==> src/rtl/dmwbc_pkg.sv <==
`timescale 1ns / 1ps
// Shared types and constants of the direct-mapped write-back cache.
// Used by the cost unit and the top level; depends on nothing.
package dmwbc_pkg;

	localparam int WORD_BYTES       = 4;
	localparam int WORD_SH          = 2;
	localparam int DEF_LINE_BYTES   = 64;
	localparam int DEF_CACHE_BYTES  = 16384;
	localparam int DEF_MEMORY_BYTES = 262144;

	localparam int ADDR_W    = 18;
	localparam int DATA_W    = 32;
	localparam int CMD_W     = 2;
	localparam int COST_W    = 10;
	localparam int ACOST_W   = 12;
	localparam int CFG_IDX_W = 2;

	localparam logic [CMD_W-1:0] CMD_READ  = 2'd0;
	localparam logic [CMD_W-1:0] CMD_WRITE = 2'd1;
	localparam logic [CMD_W-1:0] CMD_CLEAR = 2'd2;

	localparam logic [CFG_IDX_W-1:0] CFG_MEM_READ    = 2'd0;
	localparam logic [CFG_IDX_W-1:0] CFG_MEM_WRITE   = 2'd1;
	localparam logic [CFG_IDX_W-1:0] CFG_CACHE_READ  = 2'd2;
	localparam logic [CFG_IDX_W-1:0] CFG_CACHE_WRITE = 2'd3;

	localparam logic [COST_W-1:0] RST_MEM_READ    = 10'd100;
	localparam logic [COST_W-1:0] RST_MEM_WRITE   = 10'd50;
	localparam logic [COST_W-1:0] RST_CACHE_READ  = 10'd1;
	localparam logic [COST_W-1:0] RST_CACHE_WRITE = 10'd1;

	// What happened to one transaction, handed to the cost unit.
	typedef struct packed {
		logic rd;
		logic wr;
		logic clr;
		logic miss;
		logic wb;
	} dmwbc_ev_t;

endpackage

==> src/rtl/dmwbc_cost.sv <==
`timescale 1ns / 1ps
// Cost registers, per-transaction cost and the running time total.
// Depends on dmwbc_pkg.
module dmwbc_cost import dmwbc_pkg::*; (
	input  logic                 clk,
	input  logic                 arst_n,
	input  logic                 cfg_write_en,
	input  logic [CFG_IDX_W-1:0] cfg_index,
	input  logic [COST_W-1:0]    cfg_data,
	input  dmwbc_ev_t            ev,
	input  logic                 commit,
	output logic [ACOST_W-1:0]   cost,
	output logic [DATA_W-1:0]    total_next
);

	logic [COST_W-1:0] mem_read_q;
	logic [COST_W-1:0] mem_write_q;
	logic [COST_W-1:0] cache_read_q;
	logic [COST_W-1:0] cache_write_q;
	logic [DATA_W-1:0] total_q;

	always_ff @(posedge clk or negedge arst_n) begin
		if (!arst_n) begin
			mem_read_q    <= RST_MEM_READ;
			mem_write_q   <= RST_MEM_WRITE;
			cache_read_q  <= RST_CACHE_READ;
			cache_write_q <= RST_CACHE_WRITE;
		end else if (cfg_write_en) begin
			case (cfg_index)
				CFG_MEM_READ:    mem_read_q    <= cfg_data;
				CFG_MEM_WRITE:   mem_write_q   <= cfg_data;
				CFG_CACHE_READ:  cache_read_q  <= cfg_data;
				CFG_CACHE_WRITE: cache_write_q <= cfg_data;
				default: ;
			endcase
		end
	end

	always_comb begin
		cost = '0;
		if (ev.miss) cost = cost + ACOST_W'(mem_read_q);
		if (ev.wb)   cost = cost + ACOST_W'(mem_write_q);
		if (ev.rd)   cost = cost + ACOST_W'(cache_read_q);
		if (ev.wr)   cost = cost + ACOST_W'(cache_write_q);
		total_next = ev.clr ? '0 : total_q + DATA_W'(cost);
	end

	always_ff @(posedge clk or negedge arst_n) begin
		if (!arst_n) begin
			total_q <= '0;
		end else if (commit) begin
			total_q <= total_next;
		end
	end

endmodule
==> config.mk <==
export PLATFORM = sky130hd
export DESIGN_NAME = dmwbc_cost
export DESIGN_NICKNAME = d
export VERILOG_FILES = /design/src/rtl/dmwbc_pkg.sv /design/src/rtl/dmwbc_cost.sv
export SDC_FILE = /design/constraint.sdc
export NUM_CORES = 1
export LEC_CHECK = 0
export ABC_AREA = 0
export BUFFER_PORTS_ARGS = -buffer_cell sky130_fd_sc_hd__buf_2
export CAP_MARGIN = 20
export CELL_PAD_IN_SITES_DETAIL_PLACEMENT = 1
export CELL_PAD_IN_SITES_GLOBAL_PLACEMENT = 1
export CORE_AREA = 2 2 106 149
export CTS_CLUSTER_SIZE = 28
export DETAILED_ROUTE_END_ITERATION = 16
export DIE_AREA = 0 0 108 151
export PLACE_DENSITY_LB_ADDON = 0.05
export SETUP_SLACK_MARGIN = 0.02
export SYNTH_ARGS = -nofsm -noshare
export SYNTH_HDL_FRONTEND = slang
export SYNTH_SLANG_ARGS = --single-unit
==> constraint.sdc <==
create_clock -name clk -period 7.35 [get_ports clk]
set_input_delay 0.3675 -clock clk [delete_from_list [all_inputs] [get_ports clk]]
set_output_delay 0.3675 -clock clk [all_outputs]
set_load 0.02 [all_outputs]
==> flow_metrics.tcl <==
set metrics [dict create \
    status "finished, final reports clean" \
    wl_per_cell_um 19.4 \
    drc_errors 0 \
    synth_adder_area_share_pct 10.4 \
    die_h_um 151 \
    fin_crit_sh_pct 98.3 \
    pre_cts_ws_ns -0.150 \
    first_global_vias 5832 \
    totalPowerFinal_mw 3.03 \
    antennaDiodeCount 0 \
    first_pass_iters 4 \
    insertion_delay_ns 0.34 \
    layout-drive-gt1-share_pct 32.9 \
    drv_slew 0 \
    ys_seq_area_share_pct 30.2 \
    synth_compound_area_share_pct 18.5 \
    final_nets 850 \
    path_class "reg2out" \
    hold_path_class "in2async" \
    place_area_sq_mm 0.00660 \
    avgSynthCellArea_sq_um 8.63 \
    antenna_found_initial 0 \
    layout_setup_ws_ns 0.128 \
    ir_drop_uv 139 \
    power_density_mw_per_mm2 402 \
    fin_crit_ns 7.22 \
    coreArea_sq_mm 0.0149 \
    grt_setup_unrepaired "true" \
    worst_pin_slew_ns 0.999 \
    cts_tree "done" \
    synth_edf_count 0 \
    place_congestion 0.896 \
    initial_utilization_pct 40.2 \
    h-tree-depth 3 \
    clk_pin_slew_ns 0.06 \
    fp.dieW_um 108 \
    yosys_warnings 0 \
    finalHoldViolations 0 \
    path_delay_family "compound AO/OA/AOI/OAI gates" \
    crit_buf_inv 4 \
    ys.flop_type "dfrtp_1" \
    ys_ff_latch 72 \
    row_count 53 \
    slowest_stage "maj3_1" \
    grt_max_degree 73 \
    synth-simple-area-share_pct 18.9 \
    grt_pass1_wl_um 29800 \
    finish.instance_area_sq_mm 0.00754 \
    maxClockFrequency_ghz 0.138 \
    gr-total-overflow 0 \
    setup_viol 0 \
    synth_xor_area_share_pct 5.55 \
    synthMuxAreaShare_pct 11.5 \
    reg2reg_depth 31 \
    dpl.hpwl_um 13400 \
    dr_total_vias 5544 \
    synth_top_family_by_area "simple AND/OR/NAND/NOR gates" \
    cp.arrival_ns 6.85 \
    wirelength_um 19000 \
    clock_sinks 72 \
    synth.net_count 762 \
    slowest_delay_ns 0.42 \
    cp.depth 34 \
    ctsLongestPathBuffers 2 \
    mostFrequentLayoutCells "dfrtp_1, nor2_1, nand2_1" \
    area_growth_syn_to_layout_pct 25.8 \
    yosysUniqueCellTypes 67 \
    port_buffers 64 \
    required_ns 6.98 \
    cp-end-kind "primary output" \
    drtIter0Drc 138 \
    leakage_nw 3.35 \
    cts-root-buf "clkbuf_16" \
    die-area_sq_mm 0.0163 \
    grt_usage_pct 23.4 \
    fin_setup_tns_ns 0 \
    max-slew-margin-rel_pct 33.4 \
    cts_made_buffers 9 \
    synth.cell_area_sq_mm 0.00600 \
    cap_viol_max_count 0 \
    netlist_instances 695 \
    viasPerCell 5.66 \
    fin_skew_ns 0.0125 \
    worstPathMaxFanout 19 \
    async_flop_share_pct 100 \
    ios 65 \
    start_kind "flip-flop" \
    fin_util_pct 50.6 \
    final_common_cell "dfrtp_1" \
    ant_nets 0 \
]
==> layer usage <==
layer	GRT usage, %	part of all wire, %	vias to the layer above
li1	-	-	2648
met1	24.9	39	2811
met2	46.3	56	64
met3	3.79	2.7	21
met4	7.18	1.7	0
met5	0	0	-
==> sequential cells by signal (all words and copies together), names as in the netlist <==
| register | flops |
|---|---|
| cache_read_q | 10 |
| cache_write_q | 10 |
| mem_read_q | 10 |
| mem_write_q | 10 |
| total_q | 32 |
==> cell usage after synthesis (6+ instances only) <==
cell	count	area [sq um]
clkbuf_1	23	86.3
dfrtp_1	64	1600
o21a_1	10	75.1
mux2_2	53	597
a21oi_1	41	205
ha_1	42	526
a21o_1	6	45.0
xor2_1	15	131
nand2b_1	17	106
or2_2	7	43.8
o21ai_0	33	165
nand3_1	19	95.1
nor2_1	60	225
xnor2_1	23	201
or3_1	7	43.8
o221ai_1	9	78.8
nor3_1	8	40.0
dfstp_2	8	210
and3_1	9	56.3
inv_1	48	180
or4_1	7	52.6
o21ai_1	15	75.1
nor2b_1	13	81.3
nand2_1	58	218
mux2i_1	9	90.1
o22ai_1	12	75.1
==> worst register-to-register path: cells and delay by family (launching register included) <==
family                     cells  cell delay (ns)
and+or+nand+nor                9             1.88
adders and majority gates      5             1.74
AOI/OAI and AO/OA             11             1.62
xor gates and xnor gates       4             0.60
DFF                            1             0.40
buffers and inverters          2             0.22
==> power by group <==
group,internal [mW],switching [mW],leakage (nW),total [mW]
logic,0.896,1.15,2.33,2.05
registers,0.489,0.0838,0.886,0.573
clock network,0.238,0.176,0.131,0.414
total,1.62,1.41,3.35,3.03
==> final cells by class <==
class | count | area [sq um]
Fill cell | 1773 | 7380
Multi-Input combinational cell | 546 | 4350
Inverter | 48 | 180
Sequential cell | 72 | 1810
Tap cell | 192 | 240
Clock buffer | 14 | 254
Clock inverter | 2 | 10.0
Timing Repair Buffer | 106 | 701
==> per-stage QoR <==
step	cells	hold WS [ns]
3_3_place_gp	938	0.491
5_1_grt	980	0.264
6_report	980	0.177
2_1_floorplan	695	0.0719
3_5_place_dp	938	0.497
4_1_cts	966	0.237
==> cells by family (layout without fill, tap and decap cells) <==
kind of cell    Yosys count  count (layout)
buf+inv                  77             170
flops                    72              72
fa+ha+maj                48              48
compound gates          171             171
xor+xnor                 38              38
simple gates            227             227
mux                      62              62
==> timing repair <==
action	CTS	global route
pin swaps	21	39
setup endpoints to repair	20	20
gates resized for setup	33	74
hold buffers	0	0
buffers inserted	11	17
gates cloned	1	0
==> final timing paths <==
check | start | to | slack, ns
hold reg to reg | mem_read_q[7] | mem_read_q[7] | 0.51
setup reg to reg | mem_read_q[1] | total_q[31] | 0.78
hold / removal | arst_n | total_q[23] | 0.18
min in group clk | cfg_data[9] | mem_read_q[9] | 0.31
setup / recovery | mem_read_q[1] | total_next[18] | 0.13
max in group asynchronous | arst_n | mem_write_q[7] | 6.50
Power figures use the tool's default switching activity.
